**src/pfde_pkg.sv**
```systemverilog
`default_nettype none
package pfde_pkg;

  localparam int SCREEN_WIDTH_DEF  = 128;
  localparam int SCREEN_HEIGHT_DEF = 64;
  localparam int QUEUE_DEPTH_DEF   = 4;
  localparam int PAGE_ROWS         = 8;

  // Clipped coordinates cover screens up to 256 pixels on a side.
  localparam int COORD_W = 8;
  localparam int PAGE_W  = 5;
  // Raw corner arithmetic: x + w - 1 spans -513 .. 509.
  localparam int CRD_W   = 11;

  localparam logic [2:0] MODE_PIXEL   = 3'd0;
  localparam logic [2:0] MODE_OUTLINE = 3'd1;
  localparam logic [2:0] MODE_FILL    = 3'd2;
  localparam logic [2:0] MODE_CLEAR   = 3'd3;
  localparam logic [2:0] MODE_READ    = 3'd4;

  typedef logic [7:0] byte_t;

  typedef enum logic [1:0] {
    JOB_SPAN  = 2'd0,
    JOB_CLEAR = 2'd1,
    JOB_READ  = 2'd2,
    JOB_NONE  = 2'd3
  } job_kind_t;

  typedef struct packed {
    job_kind_t          kind;
    logic               last;
    logic               empty;
    logic               on;
    logic [COORD_W-1:0] col_lo;
    logic [COORD_W-1:0] col_hi;
    logic [COORD_W-1:0] row_lo;
    logic [COORD_W-1:0] row_hi;
    logic [6:0]         rd_col;
    logic [2:0]         rd_page;
  } job_t;

endpackage
`default_nettype wire

```
**src/pfde_queue.sv**
```systemverilog
`default_nettype none
module pfde_queue #(
  parameter int DEPTH = pfde_pkg::QUEUE_DEPTH_DEF
) (
  input  wire logic           clk,
  input  wire logic           rst_n,
  input  wire logic           push,
  input  wire pfde_pkg::job_t push_job,
  output logic                push_ready,
  input  wire logic           pop,
  output logic                pop_valid,
  output pfde_pkg::job_t      pop_job
);
  import pfde_pkg::*;

  localparam int PTR_W = (DEPTH > 1) ? $clog2(DEPTH) : 1;
  localparam int CNT_W = $clog2(DEPTH + 1);
  localparam logic [PTR_W-1:0] PTR_LAST = PTR_W'(DEPTH - 1);
  localparam logic [CNT_W-1:0] CNT_FULL = CNT_W'(DEPTH);

  job_t             slot_r [DEPTH];
  logic [PTR_W-1:0] wr_ptr_r, wr_ptr_nxt;
  logic [PTR_W-1:0] rd_ptr_r, rd_ptr_nxt;
  logic [CNT_W-1:0] cnt_r, cnt_nxt;
  logic             do_push, do_pop;

  assign push_ready = (cnt_r != CNT_FULL);
  assign pop_valid  = (cnt_r != '0);
  assign pop_job    = slot_r[rd_ptr_r];
  assign do_push    = push && push_ready;
  assign do_pop     = pop && pop_valid;

  always_comb begin
    wr_ptr_nxt = wr_ptr_r;
    rd_ptr_nxt = rd_ptr_r;
    cnt_nxt    = cnt_r;
    if (do_push) begin
      wr_ptr_nxt = (wr_ptr_r == PTR_LAST) ? '0 : wr_ptr_r + 1'b1;
    end
    if (do_pop) begin
      rd_ptr_nxt = (rd_ptr_r == PTR_LAST) ? '0 : rd_ptr_r + 1'b1;
    end
    if (do_push && !do_pop) begin
      cnt_nxt = cnt_r + 1'b1;
    end else if (do_pop && !do_push) begin
      cnt_nxt = cnt_r - 1'b1;
    end
  end

  always_ff @(posedge clk) begin
    if (!rst_n) begin
      wr_ptr_r <= '0;
      rd_ptr_r <= '0;
      cnt_r    <= '0;
    end else begin
      wr_ptr_r <= wr_ptr_nxt;
      rd_ptr_r <= rd_ptr_nxt;
      cnt_r    <= cnt_nxt;
    end
  end

  always_ff @(posedge clk) begin
    if (do_push) begin
      slot_r[wr_ptr_r] <= push_job;
    end
  end

endmodule
`default_nettype wire

```
**config.mk**
```make
export PLATFORM = sky130hd
export DESIGN_NAME = pfde_queue
export DESIGN_NICKNAME = d
export VERILOG_FILES = /design/src/pfde_pkg.sv /design/src/pfde_queue.sv
export SDC_FILE = /design/constraint.sdc
export NUM_CORES = 1
export LEC_CHECK = 0
export BUFFER_PORTS_ARGS = -buffer_cell sky130_fd_sc_hd__buf_2
export CORE_ASPECT_RATIO = 2
export CORE_UTILIZATION = 50
export CTS_CLUSTER_SIZE = 10
export DETAILED_ROUTE_END_ITERATION = 8
export GPL_ROUTABILITY_DRIVEN = 0
export PLACE_DENSITY = 0.77
export SYNTH_ARGS = -nofsm -noshare
export SYNTH_HDL_FRONTEND = slang
export SYNTH_SLANG_ARGS = --single-unit
```
**constraint.sdc**
```tcl
create_clock -name clk -period 3.9 [get_ports clk]
set_input_delay 0.195 -clock clk [delete_from_list [all_inputs] [get_ports clk]]
set_output_delay 0.195 -clock clk [all_outputs]
set_load 0.03 [all_outputs]
```
==> results.txt <==
Drt drc: 0
Mapped Area: 7250 um^2
Vias per inst: 5.30
GRT Residual Overflow: 0
Initial DRC Count: 188
Die H: 172 um
Data required time of the critical path: 4.26 ns
Max-cap violation count: 0
Die ar.: 15000 um^2
Initial core utilization: 51.6%
Min Tclk post-route: 2.49 ns
Achievable clock frequency: 402 MHz
Nets: 513
Drt total wl: 12.6 mm
Pins Over Slew Limit: 0
Share of cells above drive strength 1: 41.2%
#FFs+latches synth: 197
Largest fanout on the critical path: 5
P per Cell Area: 651 nW/um^2
Post-CTS Setup Bufs: 0
Post-DP HPWL: 7.72 mm
Count of non-filler cells in the finished layout: 658
CP Capture Type: flop
Syn nets: 354
Total power draw: 0.00588 W
Final worst-path cycle share: 63.8%
Relative slew margins: 30.7%
# H-tree levels: 4
Placeable Area: 14000 um^2
Fin Setup TNS: 0 ns
Pin count of the biggest net entering global routing: 48
Global-route wire length before repair: 18.9 mm
Post-Syn Instances: 296
RSZ-0062 raised after global routing: false
I/O pin total: 100
Maximum clock path buffer count: 2
Worst hold path type: in2reg
Lkg Pwr: 3.10 nW
Peak supply drop: 556 uV
Via count: 3490
Number of port buffers: 99
Synth unique cells: 27
Average wire per standard cell: 19.2 um
Ys Warns: 0
Worst Max-Slew Pin Slew: 1.04 ns
Clk root buf: clkbuf_16
Dpl cells: 578
Share of the yosys chip area belonging to registers: 80.3%
CTS resizes: 0
Initial antenna violation count: 0
Total clock sinks: 197
Clock transition at the registers of the reported paths: 0.08 ns
Status: complete, no violations
Most frequent cells in the layout: edfxtp_1, buf_2, mux4_2, dlygate4sd3_1, clkbuf_16
Site Rows: 61
Final setup fails: 0
Max Clock Skew: 0.0106 ns
Final Hold Viols: 0
DP Worst Slack: 1.41 ns
Antenna-violating nets left: 0
Total GRT Usage: 18.0%
Worst skew pair latency: 0.43 ns
CTS tree: done
Syn-to-layout area delta: 24.6%
CTS Buf Count: 17
TritonRoute pass-1 iters: 4
CP arrival: 2.84 ns
CP startpoint kind: flop
Synthesized area per cell: 24.5 um^2
CTS Hold Bufs: 47
Die width: 87.2 um
Most common cell after layout, fill and taps aside: edfxtp_1
Vias in the first global route: 3653
Post-layout worst setup margin: 1.41 ns
Critical path class: reg2reg
## cell usage after synthesis (all sizes together)
master    n  area, um^2
buf       9        61.3
nor2      2        7.51
and3      4        30.0
edfxtp  188        5650
fa        1        20.0
o31ai     1        7.51
o21ai     4        20.0
and2      2        15.0
nand3     2        10.0
clkbuf    3        11.3
nand4     1        6.26
ha        6        75.1
nor2b     1        6.26
mux2i     2        20.0
a21boi    1        7.51
inv       3        11.3
nand2     5        18.8
mux4     47        1060
or3       2        15.0
or3b      1        8.76
dfxtp     9         180
xor2      1        8.76
xnor2     1        8.76
## cell type report
cell class                      count  area [um^2]
Antenna cell                        1         2.50
Clock buffer                       17          425
Clock inverter                     15          178
Fill cell                         984         5000
Inverter                            3         11.3
Multi-Input combinational cell     84         1340
Sequential cell                   197         5830
Tap cell                          189          236
Timing Repair Buffer              152         1010
## logic make-up after synthesis
group | synth area share [%]
buffers and inverters | 1.16
multiplexers | 14.9
adder cells (fa/ha/maj) | 1.31
AND/OR/NAND/NOR | 1.62
AO/OA/AOI/OAI | 0.483
XOR/XNOR | 0.242
flip-flops | 80.3
## state kept, by name, indices dropped and copies added, names as in the netlist, named ones only
signal	flops
cnt_r	3
rd_ptr_r	2
slot_r	188
wr_ptr_r	2
## per-layer routing
| metal | GRT usage (%) | up-vias | part of all wire, % |
|---|---|---|---|
| li1 | - | 1571 | - |
| met1 | 19.4 | 1785 | 37 |
| met2 | 31.3 | 106 | 55 |
| met3 | 5.35 | 28 | 4.6 |
| met4 | 9.55 | 0 | 2.9 |
| met5 | 0 | - | 0 |
## path summary, 6_finish.rpt
path | start | to | slack [ns] | cells past startpoint
worst min-delay path | push | wr_ptr_r[0] | 0.05 | 3
worst min register to register | wr_ptr_r[1] | wr_ptr_r[1] | 0.51 | 2
worst max register to register | cnt_r[0] | cnt_r[2] | 1.41 | 7
worst max-delay path | cnt_r[0] | cnt_r[2] | 1.41 | 7
## report_power, final
| group | leakage (nW) | switching (W) | internal (W) |
|---|---|---|---|
| Combinational | 1.01 | 0.000840 | 0.000585 |
| Sequential | 1.80 | 0.000186 | 0.00257 |
| Clock | 0.291 | 0.000835 | 0.000868 |
| Total | 3.10 | 0.00186 | 0.00402 |
## metrics by stage
step	instance area (um^2)	hold WS, ns	utilization [%]
floorplan	7250	0.294	-
global placement	7960	0.404	56.7
detailed placement	7960	0.412	56.7
CTS	9040	0.0308	64.3
global route	9040	0.0455	64.3
finish	9040	0.0455	64.4
## worst max-delay path, cell delays in order (launching register included)
cell	delay, ns
dfxtp_1	0.37
o31ai_1	0.47
ha_1	0.29
inv_1	0.07
fa_1	0.39
xor2_1	0.19
or3_2	0.43
a21boi_0	0.20
No activity file was read; power rests on OpenSTA's default activity.
