### src/pfde_pkg.sv
`default_nettype none
package pfde_pkg;

  localparam int SCREEN_WIDTH_DEF  = 128;
  localparam int SCREEN_HEIGHT_DEF = 64;
  localparam int QUEUE_DEPTH_DEF   = 4;
  localparam int PAGE_ROWS         = 8;

  // Clipped coordinates cover screens up to 256 pixels on a side.
  localparam int COORD_W = 8;
  localparam int PAGE_W  = 5;
  // Raw corner arithmetic: x + w - 1 spans -513 .. 509.
  localparam int CRD_W   = 11;

  localparam logic [2:0] MODE_PIXEL   = 3'd0;
  localparam logic [2:0] MODE_OUTLINE = 3'd1;
  localparam logic [2:0] MODE_FILL    = 3'd2;
  localparam logic [2:0] MODE_CLEAR   = 3'd3;
  localparam logic [2:0] MODE_READ    = 3'd4;

  typedef logic [7:0] byte_t;

  typedef enum logic [1:0] {
    JOB_SPAN  = 2'd0,
    JOB_CLEAR = 2'd1,
    JOB_READ  = 2'd2,
    JOB_NONE  = 2'd3
  } job_kind_t;

  typedef struct packed {
    job_kind_t          kind;
    logic               last;
    logic               empty;
    logic               on;
    logic [COORD_W-1:0] col_lo;
    logic [COORD_W-1:0] col_hi;
    logic [COORD_W-1:0] row_lo;
    logic [COORD_W-1:0] row_hi;
    logic [6:0]         rd_col;
    logic [2:0]         rd_page;
  } job_t;

endpackage
`default_nettype wire

### src/pfde_if.sv
`default_nettype none


interface pfde_res_if;
  import pfde_pkg::*;

  logic  valid;
  logic  ready;
  byte_t read_byte;

  modport source (output valid, read_byte, input ready);
  modport sink (input valid, read_byte, output ready);
endinterface
`default_nettype wire

### src/pfde_back.sv
`default_nettype none
module pfde_back #(
  parameter int SCREEN_WIDTH  = pfde_pkg::SCREEN_WIDTH_DEF,
  parameter int SCREEN_HEIGHT = pfde_pkg::SCREEN_HEIGHT_DEF,
  parameter int ADDR_W        = 10
) (
  input  wire logic                clk,
  input  wire logic                rst_n,
  input  wire logic                q_valid,
  input  wire pfde_pkg::job_t      q_job,
  output logic                     q_pop,
  output logic                     ram_we,
  output logic [ADDR_W-1:0]        ram_waddr,
  output pfde_pkg::byte_t          ram_wdata,
  output logic [ADDR_W-1:0]        ram_raddr,
  input  wire pfde_pkg::byte_t     ram_rdata,
  output logic                     clearing,
  pfde_res_if.source               out_res
);
  import pfde_pkg::*;

  localparam int PAGE_COUNT  = (SCREEN_HEIGHT + PAGE_ROWS - 1) / PAGE_ROWS;
  localparam int STORE_BYTES = SCREEN_WIDTH * PAGE_COUNT;
  localparam logic [ADDR_W-1:0] LAST_ADDR = ADDR_W'(STORE_BYTES - 1);
  localparam logic [ADDR_W-1:0] SW_A      = ADDR_W'(SCREEN_WIDTH);

  typedef enum logic [5:0] {
    ST_CLR   = 6'b000001,
    ST_IDLE  = 6'b000010,
    ST_RUN   = 6'b000100,
    ST_DRAIN = 6'b001000,
    ST_RDW   = 6'b010000,
    ST_FIN   = 6'b100000
  } st_t;

  st_t                state_r, state_nxt;
  job_t               job_r, job_nxt;
  logic [COORD_W-1:0] c_r, c_nxt;
  logic [PAGE_W-1:0]  p_r, p_nxt;
  logic               wv_r, wv_nxt;
  logic [ADDR_W-1:0]  wa_r, wa_nxt;
  byte_t              wm_r, wm_nxt;
  logic [ADDR_W-1:0]  clr_r, clr_nxt;
  byte_t              res_r, res_nxt;
  logic               ov_r, ov_nxt;
  byte_t              ob_r, ob_nxt;

  logic [PAGE_W-1:0]  pg_lo, pg_hi;
  logic [2:0]         lo_bit, hi_bit;
  byte_t              mask;
  logic [ADDR_W-1:0]  run_addr;

  function automatic logic [ADDR_W-1:0] fb_addr(input logic [COORD_W-1:0] col,
                                                input logic [PAGE_W-1:0] pg);
    fb_addr = ADDR_W'(pg) * SW_A + ADDR_W'(col);
  endfunction

  assign clearing      = (state_r == ST_CLR);
  assign out_res.valid     = ov_r;
  assign out_res.read_byte = ob_r;

  always_comb begin
    pg_lo    = PAGE_W'(job_r.row_lo[COORD_W-1:3]);
    pg_hi    = PAGE_W'(job_r.row_hi[COORD_W-1:3]);
    lo_bit   = (p_r == pg_lo) ? job_r.row_lo[2:0] : 3'd0;
    hi_bit   = (p_r == pg_hi) ? job_r.row_hi[2:0] : 3'd7;
    mask     = (8'hFF << lo_bit) & (8'hFF >> (3'd7 - hi_bit));
    run_addr = fb_addr(c_r, p_r);
  end

  always_comb begin
    state_nxt = state_r;
    job_nxt   = job_r;
    c_nxt     = c_r;
    p_nxt     = p_r;
    wv_nxt    = wv_r;
    wa_nxt    = wa_r;
    wm_nxt    = wm_r;
    clr_nxt   = clr_r;
    res_nxt   = res_r;
    ov_nxt    = ov_r && !out_res.ready;
    ob_nxt    = ob_r;
    q_pop     = 1'b0;
    ram_we    = 1'b0;
    ram_waddr = wa_r;
    ram_wdata = job_r.on ? (ram_rdata | wm_r) : (ram_rdata & ~wm_r);
    ram_raddr = run_addr;

    case (state_r)
      ST_CLR: begin
        ram_we    = 1'b1;
        ram_waddr = clr_r;
        ram_wdata = '0;
        if (clr_r == LAST_ADDR) begin
          state_nxt = ST_FIN;
        end else begin
          clr_nxt = clr_r + 1'b1;
        end
      end
      ST_IDLE: begin
        ram_raddr = fb_addr(COORD_W'(q_job.rd_col), PAGE_W'(q_job.rd_page));
        if (q_valid) begin
          q_pop   = 1'b1;
          job_nxt = q_job;
          c_nxt   = q_job.col_lo;
          p_nxt   = PAGE_W'(q_job.row_lo[COORD_W-1:3]);
          wv_nxt  = 1'b0;
          res_nxt = '0;
          clr_nxt = '0;
          case (q_job.kind)
            JOB_SPAN:  state_nxt = q_job.empty ? ST_FIN : ST_RUN;
            JOB_CLEAR: state_nxt = ST_CLR;
            JOB_READ:  state_nxt = q_job.empty ? ST_FIN : ST_RDW;
            default:   state_nxt = ST_FIN;
          endcase
        end
      end
      ST_RUN: begin
        // read this byte, write back the one read last cycle
        ram_we = wv_r;
        wv_nxt = 1'b1;
        wa_nxt = run_addr;
        wm_nxt = mask;
        if (p_r == pg_hi) begin
          p_nxt = pg_lo;
          if (c_r == job_r.col_hi) begin
            state_nxt = ST_DRAIN;
          end else begin
            c_nxt = c_r + 1'b1;
          end
        end else begin
          p_nxt = p_r + 1'b1;
        end
      end
      ST_DRAIN: begin
        ram_we    = 1'b1;
        wv_nxt    = 1'b0;
        state_nxt = ST_FIN;
      end
      ST_RDW: begin
        res_nxt   = ram_rdata;
        state_nxt = ST_FIN;
      end
      ST_FIN: begin
        if (!job_r.last) begin
          state_nxt = ST_IDLE;
        end else if (!ov_r || out_res.ready) begin
          ov_nxt    = 1'b1;
          ob_nxt    = res_r;
          state_nxt = ST_IDLE;
        end
      end
      default: begin
        state_nxt = ST_IDLE;
      end
    endcase
  end

  always_ff @(posedge clk) begin
    if (!rst_n) begin
      state_r <= ST_CLR;
      job_r   <= '0;
      clr_r   <= '0;
      wv_r    <= 1'b0;
      ov_r    <= 1'b0;
    end else begin
      state_r <= state_nxt;
      job_r   <= job_nxt;
      clr_r   <= clr_nxt;
      wv_r    <= wv_nxt;
      ov_r    <= ov_nxt;
    end
  end

  always_ff @(posedge clk) begin
    c_r   <= c_nxt;
    p_r   <= p_nxt;
    wa_r  <= wa_nxt;
    wm_r  <= wm_nxt;
    res_r <= res_nxt;
    ob_r  <= ob_nxt;
  end

endmodule
`default_nettype wire

### src/flat_wrapper.sv
// flat-port wrapper written by rule: the top's interface ports become plain ports
module pfde_back_flat import pfde_pkg::*;
#(
  parameter int SCREEN_WIDTH  = pfde_pkg::SCREEN_WIDTH_DEF,
  parameter int SCREEN_HEIGHT = pfde_pkg::SCREEN_HEIGHT_DEF,
  parameter int ADDR_W        = 10
)
  (clk, rst_n, q_valid, q_job, q_pop, ram_we, ram_waddr, ram_wdata, ram_raddr, ram_rdata, clearing, out_res_valid, out_res_read_byte, out_res_ready);
  pfde_res_if out_res_i ();
  input  wire logic clk;
  input  wire logic rst_n;
  input  wire logic q_valid;
  input  wire pfde_pkg::job_t q_job;
  output logic q_pop;
  output logic ram_we;
  output logic [ADDR_W-1:0] ram_waddr;
  output pfde_pkg::byte_t ram_wdata;
  output logic [ADDR_W-1:0] ram_raddr;
  input  wire pfde_pkg::byte_t ram_rdata;
  output logic clearing;
  output wire logic [$bits(out_res_i.valid)-1:0] out_res_valid;
  output wire logic [$bits(out_res_i.read_byte)-1:0] out_res_read_byte;
  input wire logic [$bits(out_res_i.ready)-1:0] out_res_ready;
  assign out_res_valid = out_res_i.valid;
  assign out_res_read_byte = out_res_i.read_byte;
  assign out_res_i.ready = out_res_ready;
  pfde_back #(.SCREEN_WIDTH(SCREEN_WIDTH), .SCREEN_HEIGHT(SCREEN_HEIGHT), .ADDR_W(ADDR_W)) u_core (.clk(clk), .rst_n(rst_n), .q_valid(q_valid), .q_job(q_job), .q_pop(q_pop), .ram_we(ram_we), .ram_waddr(ram_waddr), .ram_wdata(ram_wdata), .ram_raddr(ram_raddr), .ram_rdata(ram_rdata), .clearing(clearing), .out_res(out_res_i));
endmodule
### config.mk
export PLATFORM = sky130hd
export DESIGN_NAME = pfde_back_flat
export DESIGN_NICKNAME = d
export VERILOG_FILES = /design/src/pfde_pkg.sv /design/src/pfde_if.sv /design/src/pfde_back.sv /design/src/flat_wrapper.sv
export SDC_FILE = /design/constraint.sdc
export NUM_CORES = 1
export LEC_CHECK = 0
export ABC_CLOCK_PERIOD_IN_PS = 3200
export BUFFER_PORTS_ARGS = -buffer_cell sky130_fd_sc_hd__buf_2
export CORE_MARGIN = 10
export CORE_UTILIZATION = 55
export DETAILED_ROUTE_END_ITERATION = 16
export PLACE_DENSITY = 0.79
export SYNTH_ARGS = -nofsm -noshare
export SYNTH_HDL_FRONTEND = slang
export SYNTH_SLANG_ARGS = --single-unit
### constraint.sdc
create_clock -name clk -period 3.2 [get_ports clk]
set_input_delay 0.32 -clock clk [delete_from_list [all_inputs] [get_ports clk]]
set_output_delay 0.32 -clock clk [all_outputs]
set_load 0.03 [all_outputs]
==> out/qor.yml <==
run_status:
  status: "finished clean"
synth:
  netlist_area_um2: 4580
  ys_ff_latch: 91
  synthArstFlopShare_pct: 0
  ys_warn_count: 0
  synthDistinctLibCells: 47
  synth-edff-count: 47
  ys_seq_area_share_pct: 50.1
  synth.net_count: 543
  synthFlopType: "edfxtp_1"
  syn_inst: 479
  synth_area_per_cell_um2: 9.56
detailed_routing:
  drt_iter0_drc: 138
  route.met2.wl_um: 5800
  drt-pass1-iter-count: 5
  wl_met1_um: 4540
  avgRoutedWirePerCell_um: 16.2
  drc_errors: 0
  vias_per_cell: 5.59
  top_layer: "met4"
  met3WireLength_um: 452
  wl_um: 11000
  vias: 3778
  ant_nets: 0
setup_path:
  critPathLaunch: "u_core.state_r[2]$_SDFFE_PN0P_"
  reg2reg_setup_slack_ps: 910
  cp-endpoint: "ram_waddr[6]"
  required_ps: 2880
  end_kind: "primary output"
  crit_fanout: 29
  r2r_start: "u_core.state_r[0]$_SDFFE_PN1P_"
  arrival_ps: 2470
  reg2reg_to: "u_core.p_r[1]$_DFFE_PP_"
  path_class: "reg2out"
  worstSetupStartpointType: "register"
  r2r_cells: 5
cells_and_area:
  layout_common_cells: "108 x nand2_1, 98 x buf_2, 47 x edfxtp_1"
  regArea_um2: 2290
  multiInputGateArea_um2: 2120
  fin_nets: 630
  drive_gt1_share_pct: 23.8
  fill_cells: 694
  area_growth_pct: 16.0
  fin_cells: 676
  antennaDiodeCount: 0
  final_common_cell: "nand2_1"
clocking:
  cts_made_buffers: 9
  cts-htree-levels: 3
  clk_path_buf_depth: 2
  cts_tree: "done"
  ctsHoldBuffers: 0
  clock-sinks: 91
  cts_setup_buffers: 0
  clkLatencyLatePin_ps: 350
  cts_resized: 0
  root_buffer: "clkbuf_8"
  path_clk_slew_ps: 90
power_and_ir_drop:
  powerDensity_nw_per_um2: 619
  vdd.ir_drop.worst_mv: 0.319
  power_leakage_nw: 2.01
global_routing:
  grt_max_degree: 44
  grt_pass1_wl_um: 18100
  grt.total_usage_pct: 17.4
  antenna_found_initial: 0
  grt.overflow.total: 0
  grt_pass1_vias: 3771
floorplan:
  core_um2: 8180
  ios: 99
  initial_utilization_pct: 56.0
  fp.dieW_um: 111
  die_area_um2: 12400
  row_count: 33
  die_h_um: 111
flow_run:
  maxCapViolCount: 0
timing:
  drv_slew: 0
  final.setup.tns_ps: 0
  worst_pin_slew_ps: 845
  rsz0062_at_grt: "no"
  final.min_clock_period_ps: 2790
  fmax_mhz: 359
  clock_skew_ps: 8.10
  hold_viol: 0
  hold_ws_ps: 207
  setup_viol: 0
  period_share_pct: 87.1
  slew_headroom_pct: 43.6
worst_hold_path:
  hold_start: "q_job[20]"
  hold_class: "in2reg"
place:
  place_inst: 660
  io_buffer_count: 98
  dp_hpwl_um: 8210
  gp_congestion: 0.879
==> critical path, stage by stage (launching register included) <==
cell and delay (ps):
dfxtp_1 450, nor4_4 410, nand3b_2 100, buf_4 220, inv_1 500, nand2_1 140
nand2_1 90, buf_2 200
==> final cells by class <==
| cell class | count | area share, % |
|---|---|---|
| Sequential cell | 91 | 43.2 |
| Tap cell | 105 | 2.47 |
| Multi-Input combinational cell | 351 | 40.0 |
| Clock buffer | 9 | 2.33 |
| Clock inverter | 7 | 1.30 |
| Timing Repair Buffer | 104 | 10.1 |
| Inverter | 9 | 0.636 |
==> worst min path at each step <==
| stage | to | slack (ps) | depth (start not counted) |
|---|---|---|---|
| 3_5_place_dp | u_core.out_res.read_byte[7]$_DFFE_PP_ | 410 | 0 |
| 6_report | u_core.job_r[20]$_SDFFE_PN0P_ | 210 | 3 |
| 5_1_grt | u_core.job_r[18]$_SDFFE_PN0P_ | 190 | 3 |
| 4_1_cts | u_core.job_r[11]$_SDFFE_PN0P_ | 190 | 3 |
| 3_3_place_gp | u_core.out_res.read_byte[3]$_DFFE_PP_ | 400 | 0 |
| 2_1_floorplan | u_core.out_res.read_byte[0]$_DFFE_PP_ | 400 | 0 |
==> state kept, by name (all words and copies together), names as in the netlist <==
| name | flops |
|---|---|
| u_core.job_r | 26 |
| u_core.clr_r | 10 |
| u_core.wa_r | 10 |
| u_core.c_r | 8 |
| u_core.out_res.read_byte | 8 |
| u_core.res_r | 8 |
| u_core.wm_r | 8 |
| u_core.state_r | 6 |
| u_core.p_r | 5 |
| u_core.out_res.valid | 1 |
| u_core.wv_r | 1 |
==> kinds of logic (layout without fill, tap and decap cells) <==
group           count (synthesis)  in the layout  share of synthesized area [%]
buf+inv                        37            129                           3.50
flops                          91             91                           50.1
fa+ha+maj                       5              5                           1.37
xor+xnor                       29             29                           5.55
compound gates                 88             88                           12.9
mux                            23             23                           5.33
simple gates                  206            206                           21.2
==> per-stage QoR <==
step / cell area (um^2) / utilization (%) / setup WS, ps / power, W
finish: 5310 / 65.0 / 412 / 0.00328
global route: 5310 / 65.0 / 230 / 0.00345
CTS: 5310 / 65.0 / 407 / 0.00330
detailed placement: 5120 / 62.6 / 802 / 0.00254
global placement: 5120 / 62.6 / 925 / 0.00250
floorplan: 4580 / - / 780 / 0.00224
==> per-layer routing <==
metal,up-vias,global-route usage [%]
met5,-,0
met4,0,6.26
met3,17,4.06
met2,98,31.1
met1,1786,19.7
li1,1877,-
==> power by group <==
part | switching [W] | internal (W) | leakage (nW)
sequential | 0.0000972 | 0.00130 | 0.775
clock | 0.000409 | 0.000358 | 0.0966
combinational | 0.000773 | 0.000351 | 1.14
==> cell usage after synthesis (all sizes together) (2+ instances only) <==
library cell / n / area share (%)
a21boi: 29 / 4.8
o31ai: 10 / 1.6
or3: 3 / 0.41
nand4: 4 / 0.55
nand3b: 5 / 0.90
mux2: 11 / 2.7
buf: 10 / 1.3
clkbuf: 18 / 1.5
a21oi: 11 / 1.2
nor2: 19 / 1.6
mux2i: 12 / 2.6
o211ai: 3 / 0.49
xnor2: 21 / 4.0
ha: 5 / 1.4
edfxtp: 47 / 31
o32a: 2 / 0.44
or2: 2 / 0.27
a32oi: 2 / 0.38
and2: 9 / 1.2
nor4: 6 / 1.1
inv: 9 / 0.74
a31oi: 4 / 0.55
nor3: 12 / 1.4
nand3: 24 / 2.6
o21ai: 19 / 2.1
dfxtp: 44 / 19
nand2: 108 / 8.9
and4: 2 / 0.38
a21o: 2 / 0.33
xor2: 8 / 1.5
or4: 5 / 0.82
and3: 4 / 0.55
Power figures use the tool's default switching activity.
