[src/pfde_pkg.sv]
`default_nettype none
package pfde_pkg;

  localparam int SCREEN_WIDTH_DEF  = 128;
  localparam int SCREEN_HEIGHT_DEF = 64;
  localparam int QUEUE_DEPTH_DEF   = 4;
  localparam int PAGE_ROWS         = 8;

  // Clipped coordinates cover screens up to 256 pixels on a side.
  localparam int COORD_W = 8;
  localparam int PAGE_W  = 5;
  // Raw corner arithmetic: x + w - 1 spans -513 .. 509.
  localparam int CRD_W   = 11;

  localparam logic [2:0] MODE_PIXEL   = 3'd0;
  localparam logic [2:0] MODE_OUTLINE = 3'd1;
  localparam logic [2:0] MODE_FILL    = 3'd2;
  localparam logic [2:0] MODE_CLEAR   = 3'd3;
  localparam logic [2:0] MODE_READ    = 3'd4;

  typedef logic [7:0] byte_t;

  typedef enum logic [1:0] {
    JOB_SPAN  = 2'd0,
    JOB_CLEAR = 2'd1,
    JOB_READ  = 2'd2,
    JOB_NONE  = 2'd3
  } job_kind_t;

  typedef struct packed {
    job_kind_t          kind;
    logic               last;
    logic               empty;
    logic               on;
    logic [COORD_W-1:0] col_lo;
    logic [COORD_W-1:0] col_hi;
    logic [COORD_W-1:0] row_lo;
    logic [COORD_W-1:0] row_hi;
    logic [6:0]         rd_col;
    logic [2:0]         rd_page;
  } job_t;

endpackage
`default_nettype wire

[src/pfde_if.sv]
`default_nettype none
interface pfde_cmd_if;
  import pfde_pkg::*;

  logic              valid;
  logic              ready;
  logic [2:0]        mode;
  logic signed [8:0] pos_x;
  logic signed [8:0] pos_y;
  logic signed [8:0] rect_width;
  logic signed [8:0] rect_height;
  logic              pixel_on;
  logic [6:0]        read_column;
  logic [2:0]        read_page;

  modport source (
    output valid, mode, pos_x, pos_y, rect_width, rect_height, pixel_on,
           read_column, read_page,
    input  ready
  );
  modport sink (
    input  valid, mode, pos_x, pos_y, rect_width, rect_height, pixel_on,
           read_column, read_page,
    output ready
  );
endinterface

`default_nettype wire

[src/pfde_front.sv]
`default_nettype none
module pfde_front #(
  parameter int SCREEN_WIDTH  = pfde_pkg::SCREEN_WIDTH_DEF,
  parameter int SCREEN_HEIGHT = pfde_pkg::SCREEN_HEIGHT_DEF
) (
  input  wire logic      clk,
  input  wire logic      rst_n,
  pfde_cmd_if.sink       in_cmd,
  input  wire logic      clearing,
  output logic           q_push,
  output pfde_pkg::job_t q_job,
  input  wire logic      q_ready
);
  import pfde_pkg::*;

  localparam int PAGE_COUNT = (SCREEN_HEIGHT + PAGE_ROWS - 1) / PAGE_ROWS;
  localparam logic signed [CRD_W-1:0] COL_MAX = CRD_W'(SCREEN_WIDTH - 1);
  localparam logic signed [CRD_W-1:0] ROW_MAX = CRD_W'(SCREEN_HEIGHT - 1);

  logic              busy_r, busy_nxt;
  logic [1:0]        k_r, k_nxt;
  logic [2:0]        mode_r;
  logic signed [8:0] x_r, y_r, w_r, h_r;
  logic              on_r;
  logic [6:0]        rcol_r;
  logic [2:0]        rpage_r;

  logic signed [CRD_W-1:0] x, y, xw, yh;
  logic signed [CRD_W-1:0] c_lo, c_hi, r_lo, r_hi;
  logic [COORD_W-1:0]      c_lo_cl, c_hi_cl, r_lo_cl, r_hi_cl;
  logic                    c_empty, r_empty, rd_bad, last;
  logic                    accept;

  function automatic logic clip_empty(input logic signed [CRD_W-1:0] lo,
                                      input logic signed [CRD_W-1:0] hi,
                                      input logic signed [CRD_W-1:0] max);
    clip_empty = hi[CRD_W-1] || (lo > max) || (lo > hi);
  endfunction

  function automatic logic [COORD_W-1:0] clip(input logic signed [CRD_W-1:0] v,
                                              input logic signed [CRD_W-1:0] max);
    logic signed [CRD_W-1:0] t;
    t = v[CRD_W-1] ? '0 : ((v > max) ? max : v);
    clip = t[COORD_W-1:0];
  endfunction

  assign in_cmd.ready = !busy_r && !clearing;
  assign accept       = in_cmd.valid && in_cmd.ready;

  always_comb begin
    x  = {{(CRD_W-9){x_r[8]}}, x_r};
    y  = {{(CRD_W-9){y_r[8]}}, y_r};
    xw = x + {{(CRD_W-9){w_r[8]}}, w_r} - CRD_W'(1);
    yh = y + {{(CRD_W-9){h_r[8]}}, h_r} - CRD_W'(1);

    c_lo = x;
    c_hi = x;
    r_lo = y;
    r_hi = y;
    case (mode_r)
      MODE_OUTLINE: begin
        // two row lines, then two column lines
        case (k_r)
          2'd0: begin
            c_hi = xw;
          end
          2'd1: begin
            c_hi = xw;
            r_lo = yh;
            r_hi = yh;
          end
          2'd2: begin
            r_hi = yh;
          end
          default: begin
            c_lo = xw;
            c_hi = xw;
            r_hi = yh;
          end
        endcase
      end
      MODE_FILL: begin
        c_hi = xw;
        r_hi = yh;
      end
      default: begin
      end
    endcase

    c_empty = clip_empty(c_lo, c_hi, COL_MAX);
    r_empty = clip_empty(r_lo, r_hi, ROW_MAX);
    c_lo_cl = clip(c_lo, COL_MAX);
    c_hi_cl = clip(c_hi, COL_MAX);
    r_lo_cl = clip(r_lo, ROW_MAX);
    r_hi_cl = clip(r_hi, ROW_MAX);
    rd_bad  = (9'(rcol_r) >= 9'(SCREEN_WIDTH)) || (6'(rpage_r) >= 6'(PAGE_COUNT));
    last    = (mode_r == MODE_OUTLINE) ? (k_r == 2'd3) : 1'b1;

    q_job.last    = last;
    q_job.on      = on_r;
    q_job.col_lo  = c_lo_cl;
    q_job.col_hi  = c_hi_cl;
    q_job.row_lo  = r_lo_cl;
    q_job.row_hi  = r_hi_cl;
    q_job.rd_col  = rcol_r;
    q_job.rd_page = rpage_r;
    case (mode_r)
      MODE_PIXEL, MODE_OUTLINE, MODE_FILL: begin
        q_job.kind  = JOB_SPAN;
        q_job.empty = c_empty || r_empty;
      end
      MODE_CLEAR: begin
        q_job.kind  = JOB_CLEAR;
        q_job.empty = 1'b0;
      end
      MODE_READ: begin
        q_job.kind  = JOB_READ;
        q_job.empty = rd_bad;
      end
      default: begin
        q_job.kind  = JOB_NONE;
        q_job.empty = 1'b0;
      end
    endcase
  end

  assign q_push = busy_r;

  always_comb begin
    busy_nxt = busy_r;
    k_nxt    = k_r;
    if (accept) begin
      busy_nxt = 1'b1;
      k_nxt    = '0;
    end else if (busy_r && q_ready) begin
      if (last) begin
        busy_nxt = 1'b0;
      end else begin
        k_nxt = k_r + 1'b1;
      end
    end
  end

  always_ff @(posedge clk) begin
    if (!rst_n) begin
      busy_r <= 1'b0;
      k_r    <= '0;
    end else begin
      busy_r <= busy_nxt;
      k_r    <= k_nxt;
    end
  end

  always_ff @(posedge clk) begin
    if (accept) begin
      mode_r  <= in_cmd.mode;
      x_r     <= in_cmd.pos_x;
      y_r     <= in_cmd.pos_y;
      w_r     <= in_cmd.rect_width;
      h_r     <= in_cmd.rect_height;
      on_r    <= in_cmd.pixel_on;
      rcol_r  <= in_cmd.read_column;
      rpage_r <= in_cmd.read_page;
    end
  end

endmodule
`default_nettype wire

[src/flat_wrapper.sv]
// flat-port wrapper written by rule: the top's interface ports become plain ports
module pfde_front_flat import pfde_pkg::*;
#(
  parameter int SCREEN_WIDTH  = pfde_pkg::SCREEN_WIDTH_DEF,
  parameter int SCREEN_HEIGHT = pfde_pkg::SCREEN_HEIGHT_DEF
)
  (clk, rst_n, clearing, q_push, q_job, q_ready, in_cmd_valid, in_cmd_mode, in_cmd_pos_x, in_cmd_pos_y, in_cmd_rect_width, in_cmd_rect_height, in_cmd_pixel_on, in_cmd_read_column, in_cmd_read_page, in_cmd_ready);
  pfde_cmd_if in_cmd_i ();
  input  wire logic clk;
  input  wire logic rst_n;
  input  wire logic clearing;
  output logic q_push;
  output pfde_pkg::job_t q_job;
  input  wire logic q_ready;
  input wire logic [$bits(in_cmd_i.valid)-1:0] in_cmd_valid;
  input wire logic [$bits(in_cmd_i.mode)-1:0] in_cmd_mode;
  input wire logic [$bits(in_cmd_i.pos_x)-1:0] in_cmd_pos_x;
  input wire logic [$bits(in_cmd_i.pos_y)-1:0] in_cmd_pos_y;
  input wire logic [$bits(in_cmd_i.rect_width)-1:0] in_cmd_rect_width;
  input wire logic [$bits(in_cmd_i.rect_height)-1:0] in_cmd_rect_height;
  input wire logic [$bits(in_cmd_i.pixel_on)-1:0] in_cmd_pixel_on;
  input wire logic [$bits(in_cmd_i.read_column)-1:0] in_cmd_read_column;
  input wire logic [$bits(in_cmd_i.read_page)-1:0] in_cmd_read_page;
  output wire logic [$bits(in_cmd_i.ready)-1:0] in_cmd_ready;
  assign in_cmd_i.valid = in_cmd_valid;
  assign in_cmd_i.mode = in_cmd_mode;
  assign in_cmd_i.pos_x = in_cmd_pos_x;
  assign in_cmd_i.pos_y = in_cmd_pos_y;
  assign in_cmd_i.rect_width = in_cmd_rect_width;
  assign in_cmd_i.rect_height = in_cmd_rect_height;
  assign in_cmd_i.pixel_on = in_cmd_pixel_on;
  assign in_cmd_i.read_column = in_cmd_read_column;
  assign in_cmd_i.read_page = in_cmd_read_page;
  assign in_cmd_ready = in_cmd_i.ready;
  pfde_front #(.SCREEN_WIDTH(SCREEN_WIDTH), .SCREEN_HEIGHT(SCREEN_HEIGHT)) u_core (.clk(clk), .rst_n(rst_n), .in_cmd(in_cmd_i), .clearing(clearing), .q_push(q_push), .q_job(q_job), .q_ready(q_ready));
endmodule
[config.mk]
export PLATFORM = sky130hd
export DESIGN_NAME = pfde_front_flat
export DESIGN_NICKNAME = d
export VERILOG_FILES = /design/src/pfde_pkg.sv /design/src/pfde_if.sv /design/src/pfde_front.sv /design/src/flat_wrapper.sv
export SDC_FILE = /design/constraint.sdc
export NUM_CORES = 1
export LEC_CHECK = 0
export ABC_AREA = 1
export BUFFER_PORTS_ARGS = -buffer_cell sky130_fd_sc_hd__buf_2
export CORE_ASPECT_RATIO = 2
export CORE_MARGIN = 2
export CORE_UTILIZATION = 50
export DETAILED_ROUTE_END_ITERATION = 12
export GPL_TIMING_DRIVEN = 0
export MAX_ROUTING_LAYER = met4
export PLACE_DENSITY_LB_ADDON = 0.08
export SKIP_CTS_REPAIR_TIMING = 1
export SLEW_MARGIN = 30
export SYNTH_ARGS = -nofsm -noshare
export SYNTH_HDL_FRONTEND = slang
export SYNTH_SLANG_ARGS = --single-unit
[constraint.sdc]
create_clock -name clk -period 10.5 [get_ports clk]
set_input_delay 0 -clock clk [delete_from_list [all_inputs] [get_ports clk]]
set_output_delay 0 -clock clk [all_outputs]
set_load 0.01 [all_outputs]
==> impl_metrics.tcl, run 1 <==
set metrics [dict create \
    worstHoldStart "q_ready" \
    ys_types 44 \
    vias 4788 \
    critPathSlowestCell "edfxtp_1" \
    crit_arrival_ns 4.44 \
    setup_viol 0 \
    area_growth_pct 27.1 \
    grt_pass1_vias 4748 \
    irDropWorstVdd_mv 0.122 \
    die_height_um 143 \
    cp-end-kind "output pin" \
    ys_top_cells_by_count "nand2_1, inv_1, nand3_1" \
    run_status "finished clean" \
    final_cell_area_mm2 0.00611 \
    cts.clk_slew.worst_paths_ns 0.07 \
    cts_sinks 53 \
    total_leakage_power_nw 3.12 \
    cp-start-kind "register" \
    synth_top_area_share_pct 31.2 \
    die_w_um 73.4 \
    initial_core_util_pct 51.3 \
    ios 104 \
    vias_per_cell 5.20 \
    max_stage_delay_ns 0.48 \
    yosys-top-cells-area "edfxtp_1, nand2_1, ha_1, inv_1, nand3_1" \
    crit_fanout 7 \
    tightest_slew_ns 0.634 \
    synth_area_mm2 0.00481 \
    synth-edff-count 50 \
    coreArea_mm2 0.00938 \
    holdPathStages 3 \
    holdPathEnd "u_core.k_r[1]" \
    syn_area_per_cell_um2 7.36 \
    critical_path_class "reg2out" \
    ant_nets 0 \
    drt_wl_total_um 12700 \
    hpwlAfterDp_um 10200 \
    hold_slack_ns 0.0772 \
    grt_pass1_wl_um 20200 \
    post_drt_wl_per_cell_um 13.8 \
    hold_viol 0 \
    htreeDepth 2 \
    dr.pass1.iters 4 \
    dieArea_mm2 0.0105 \
    routabilityCongestion 0.952 \
    cts-root-buf "clkbuf_16" \
    rsz0062_at_grt "false" \
    dp.cells 860 \
    antenna_found_initial 0 \
    path_buf_inv 2 \
    io_buffers 97 \
    grt_use_total_pct 25.5 \
    cp.required_ns 10.50 \
    finalClockSkew_ns 0.00328 \
    yosys_most_used_dff "edfxtp_1" \
    fin_cells 920 \
    num_antenna_cells 0 \
    r2r_cells 8 \
    finalMaxSlewViolations 0 \
    clkLatencyLatePin_ns 0.29 \
    finalSetupTns_ns 0 \
    min_period_ns 4.44 \
    cts_tree "built" \
    drt_iter0_drc 208 \
    powerDensity_mw_per_mm2 98.9 \
    synth.ff_latch_count 53 \
    yosys_warnings 0 \
    cts_buffer_depth 2 \
    cap_violations 0 \
    r2r_end "u_core.q_push" \
    ys_seq_area_share_pct 32.5 \
    fillers 830 \
    synth_largest_area_cell "edfxtp_1" \
    place_area_mm2 0.00545 \
    r2r_setup_slack_ns 8.42 \
    cp_top_family "simple AND/OR/NAND/NOR gates" \
    max_freq_mhz 225 \
    synth_cells 654 \
    cp_common_cell "nand2_1" \
    gr-total-overflow 0 \
    grt_start_max_net_pins 52 \
    synth_most_common_cell "nand2_1" \
    drive_gt1_share_pct 20.7 \
    final_nets 918 \
    hold_class "in2reg" \
    rows 50 \
    fin_crit_sh_pct 42.3 \
    async_reset_ff_share_pct 0 \
    timing.rr.start "u_core.mode_r[2]" \
    maxSlewHeadroom_pct 57.8 \
    drc 0 \
    cts_buffers 5 \
]
area by class of cell:
class	instances	area [µm²]	share of cell area, %
flip-flops and latches	53	1560	25.5
well taps	104	130	2.13
clock inverters	3	20.0	0.327
repair buffers	149	1010	16.5
multi-input cells	469	2720	44.5
plain buffers	13	82.6	1.35
inverters	124	468	7.65
clock buffers	5	125	2.05
report_power, final:
group | switching, mW | internal, mW
sequential | 0.00556 | 0.242
clock | 0.0744 | 0.0885
combinational | 0.116 | 0.0785
worst register-to-register path, stage by stage (launching register included):
cell           delay (ns)
edfxtp_1             0.44
nor3_2               0.44
inv_2                0.11
nor2_1               0.17
inv_1                0.08
nand2_1              0.06
nand2_1              0.04
a21oi_1              0.12
dlygate4sd3_1        0.56
sequential cells by signal, indices dropped and copies added, names as in the netlist:
signal	count
u_core.h_r	9
u_core.k_r	2
u_core.mode_r	3
u_core.on_r	1
u_core.q_push	1
u_core.rcol_r	7
u_core.rpage_r	3
u_core.w_r	9
u_core.x_r	9
u_core.y_r	9
cells in the final DEF, fill, tap and decap left out, types with 11 or more instances in the layout:
cell	netlist	routed
a21oi_1	35	35
buf_2	3	100
dlygate4sd3_1	0	52
edfxtp_1	50	50
ha_1	46	46
inv_1	115	114
nand2_1	159	159
nand2_2	13	13
nand3_1	63	63
nor2_1	32	32
o21ai_0	33	33
o21ai_1	11	11
cell families (layout without fill, tap and decap cells):
family                     count (synthesis)  in the layout  share of synthesized area, %
AOI/OAI and AO/OA                        105            105                          12.7
buffers and inverters                    137            294                          11.4
other                                      1              6                        0.0779
and+or+nand+nor                          304            304                          29.3
adders and majority gates                 48             48                          12.8
xor gates and xnor gates                   6              6                          1.25
DFF                                       53             53                          32.5
metal layers:
layer / part of all wire [%] / up-vias / wire length (µm) / track usage [%]
met5: 0 / - / 0 / -
met4: 5.3 / 0 / 677 / 16.1
met3: 1.6 / 51 / 205 / 2.89
met2: 60 / 102 / 7590 / 50.0
met1: 33 / 2175 / 4250 / 21.2
li1: - / 2460 / - / -
how the worst max path moves through the flow:
| stage | from | end | slack (ns) | depth (start not counted) |
|---|---|---|---|---|
| detailed placement | u_core.y_r[0] | q_job[43] | 6.41 | 25 |
| floorplan | u_core.y_r[0] | q_job[43] | 6.98 | 24 |
| global route | u_core.y_r[0] | q_job[43] | 5.73 | 23 |
| global placement | u_core.y_r[0] | q_job[43] | 6.42 | 25 |
| finish | u_core.y_r[0] | q_job[43] | 6.06 | 25 |
| CTS | u_core.y_r[0] | q_job[43] | 6.07 | 25 |
through the flow:
| stage | util (%) | power, mW | setup WS [ns] |
|---|---|---|---|
| floorplan | - | 0.379 | 6.98 |
| global route | 65.1 | 0.644 | 5.73 |
| detailed placement | 58.1 | 0.430 | 6.41 |
| CTS | 59.6 | 0.596 | 6.07 |
| finish | 65.1 | 0.605 | 6.06 |
| global placement | 58.0 | 0.425 | 6.42 |
No activity file was read; power rests on OpenSTA's default activity.
==> run 2: changes to the inputs <==
==> constraint.sdc (replaced) <==
create_clock -name clk -period 4.6 [get_ports clk]
set_input_delay 0 -clock clk [delete_from_list [all_inputs] [get_ports clk]]
set_output_delay 0 -clock clk [all_outputs]
set_load 0.01 [all_outputs]
==> run 2 against run 1 <==
Hold slack about the same; setup slack got worse by 5.8 ns; clock skew about the same; register-to-register slack lost 5.9 ns; sequential cell count is the same; clock-buffer cell count unchanged; sequential power increased by 130%; first-iteration DRC count is 24% lower; combinational power grew 130%; largest cell class unchanged.
==> impl_metrics.tcl, run 2 (synthesized netlist as in run 1, its figures left out) <==
set metrics [dict create \
    run_status "finished clean" \
    irDropWorstVdd_mv 0.279 \
    cp-startpoint "u_core.h_r[0]" \
    ant_nets 0 \
    rsz0062_at_grt "false" \
    vias_per_cell 5.19 \
    cts_tree "built" \
    drc 0 \
    max_freq_mhz 232 \
    vias 4783 \
    die_w_um 73.4 \
    r2r_setup_slack_ns 2.51 \
    post_drt_wl_per_cell_um 13.8 \
    clkLatencyLatePin_ns 0.29 \
    finalClockSkew_ns 0.00328 \
    hold_viol 0 \
    tightest_slew_ns 0.634 \
    initial_core_util_pct 51.3 \
    r2r_end "u_core.q_push" \
    gr-total-overflow 0 \
    cts-root-buf "clkbuf_16" \
    cap_violations 0 \
    crit_arrival_ns 4.32 \
    coreArea_mm2 0.00938 \
    cts_sinks 53 \
    critical_path_class "reg2out" \
    rows 50 \
    cp-start-kind "register" \
    grt_start_max_net_pins 52 \
    dieArea_mm2 0.0105 \
    hpwlAfterDp_um 10200 \
    drt_wl_total_um 12700 \
    routabilityCongestion 0.952 \
    antenna_found_initial 0 \
    finalMaxSlewViolations 0 \
    worstSetupEndpoint "q_job[43]" \
    finalPower_mw 1.38 \
    timing.rr.start "u_core.mode_r[2]" \
    grt_pass1_wl_um 20200 \
    final_common_cell "nand2_1" \
    powerDensity_mw_per_mm2 225 \
    path_buf_inv 2 \
    hold_class "in2reg" \
    final_core_util_pct 65.3 \
    cp_num_cells 25 \
    die_height_um 143 \
    cp_common_cell "nand2_1" \
    dr.pass1.iters 4 \
    max_stage_delay_ns 0.45 \
    final_nets 919 \
    htreeDepth 2 \
    grt_use_total_pct 25.5 \
    finalSetupTns_ns 0 \
    cp_top_family "simple AND/OR/NAND/NOR gates" \
    cp.required_ns 4.60 \
    min_period_ns 4.32 \
    grt_pass1_vias 4748 \
    mostFrequentLayoutCells "nand2_1, inv_1, buf_2" \
    setup_viol 0 \
    cts_buffer_depth 2 \
    cts_buffers 5 \
    crit_fanout 7 \
    cp-end-kind "output pin" \
    num_antenna_cells 0 \
    drt_iter0_drc 159 \
    critPathSlowestCell "fa_1" \
    io_buffers 97 \
    area_growth_pct 27.4 \
    ios 104 \
    total_leakage_power_nw 3.13 \
    fin_crit_sh_pct 93.9 \
    maxSlewHeadroom_pct 57.7 \
    r2r_cells 8 \
    worstHoldStart "q_ready" \
    cts.clk_slew.worst_paths_ns 0.07 \
    drive_gt1_share_pct 20.8 \
]
[run 2: layout make-up]
class,instances,area (µm²)
Inverter,124,468
Timing Repair Buffer,150,1010
Multi-Input combinational cell,469,2730
Buffer,13,82.6
Fill cell,830,3260
Clock inverter,3,20.0
Clock buffer,5,125
Sequential cell,53,1560
Tap cell,104,130
[run 2: stage by stage]
| stage | instances | setup slack, ns | hold slack, ns | instance area [µm²] |
|---|---|---|---|---|
| 2_1_floorplan | 659 | 1.08 | 0.0501 | 4830 |
| 3_3_place_gp | 860 | 0.516 | 0.177 | 5450 |
| 3_5_place_dp | 860 | 0.513 | 0.178 | 5450 |
| 4_1_cts | 868 | 0.170 | -0.130 | 5590 |
| 5_1_grt | 921 | 0.00889 | 0.0914 | 6130 |
| 6_report | 921 | 0.281 | 0.0772 | 6130 |
[run 2: worst min path at each step]
stage / cells past startpoint / slack (ns) / end
2_1_floorplan: 1 / 0.05 / in_cmd_ready
3_3_place_gp: 1 / 0.18 / u_core.w_r[4]
3_5_place_dp: 1 / 0.18 / u_core.w_r[7]
4_1_cts: 1 / -0.13 / u_core.x_r[2]
5_1_grt: 3 / 0.09 / u_core.k_r[1]
6_report: 3 / 0.08 / u_core.k_r[1]
[run 2: per-layer routing]
metal / share of wire [%] / vias up / GRT usage, %
li1: - / 2457 / -
met5: 0 / - / -
met2: 60 / 98 / 50.0
met4: 5.0 / 0 / 16.1
met3: 1.4 / 49 / 2.89
met1: 33 / 2179 / 21.2
[run 2: worst min-delay path, delay by kind of cell]
family          cells  cell delay (ns)
compound gates      1             0.08
buf+inv             1             0.11
simple gates        1             0.13
[run 2: power breakdown]
part	switching [mW]	internal [mW]
sequential	0.0122	0.553
clock	0.170	0.202
combinational	0.265	0.180
total	0.447	0.935
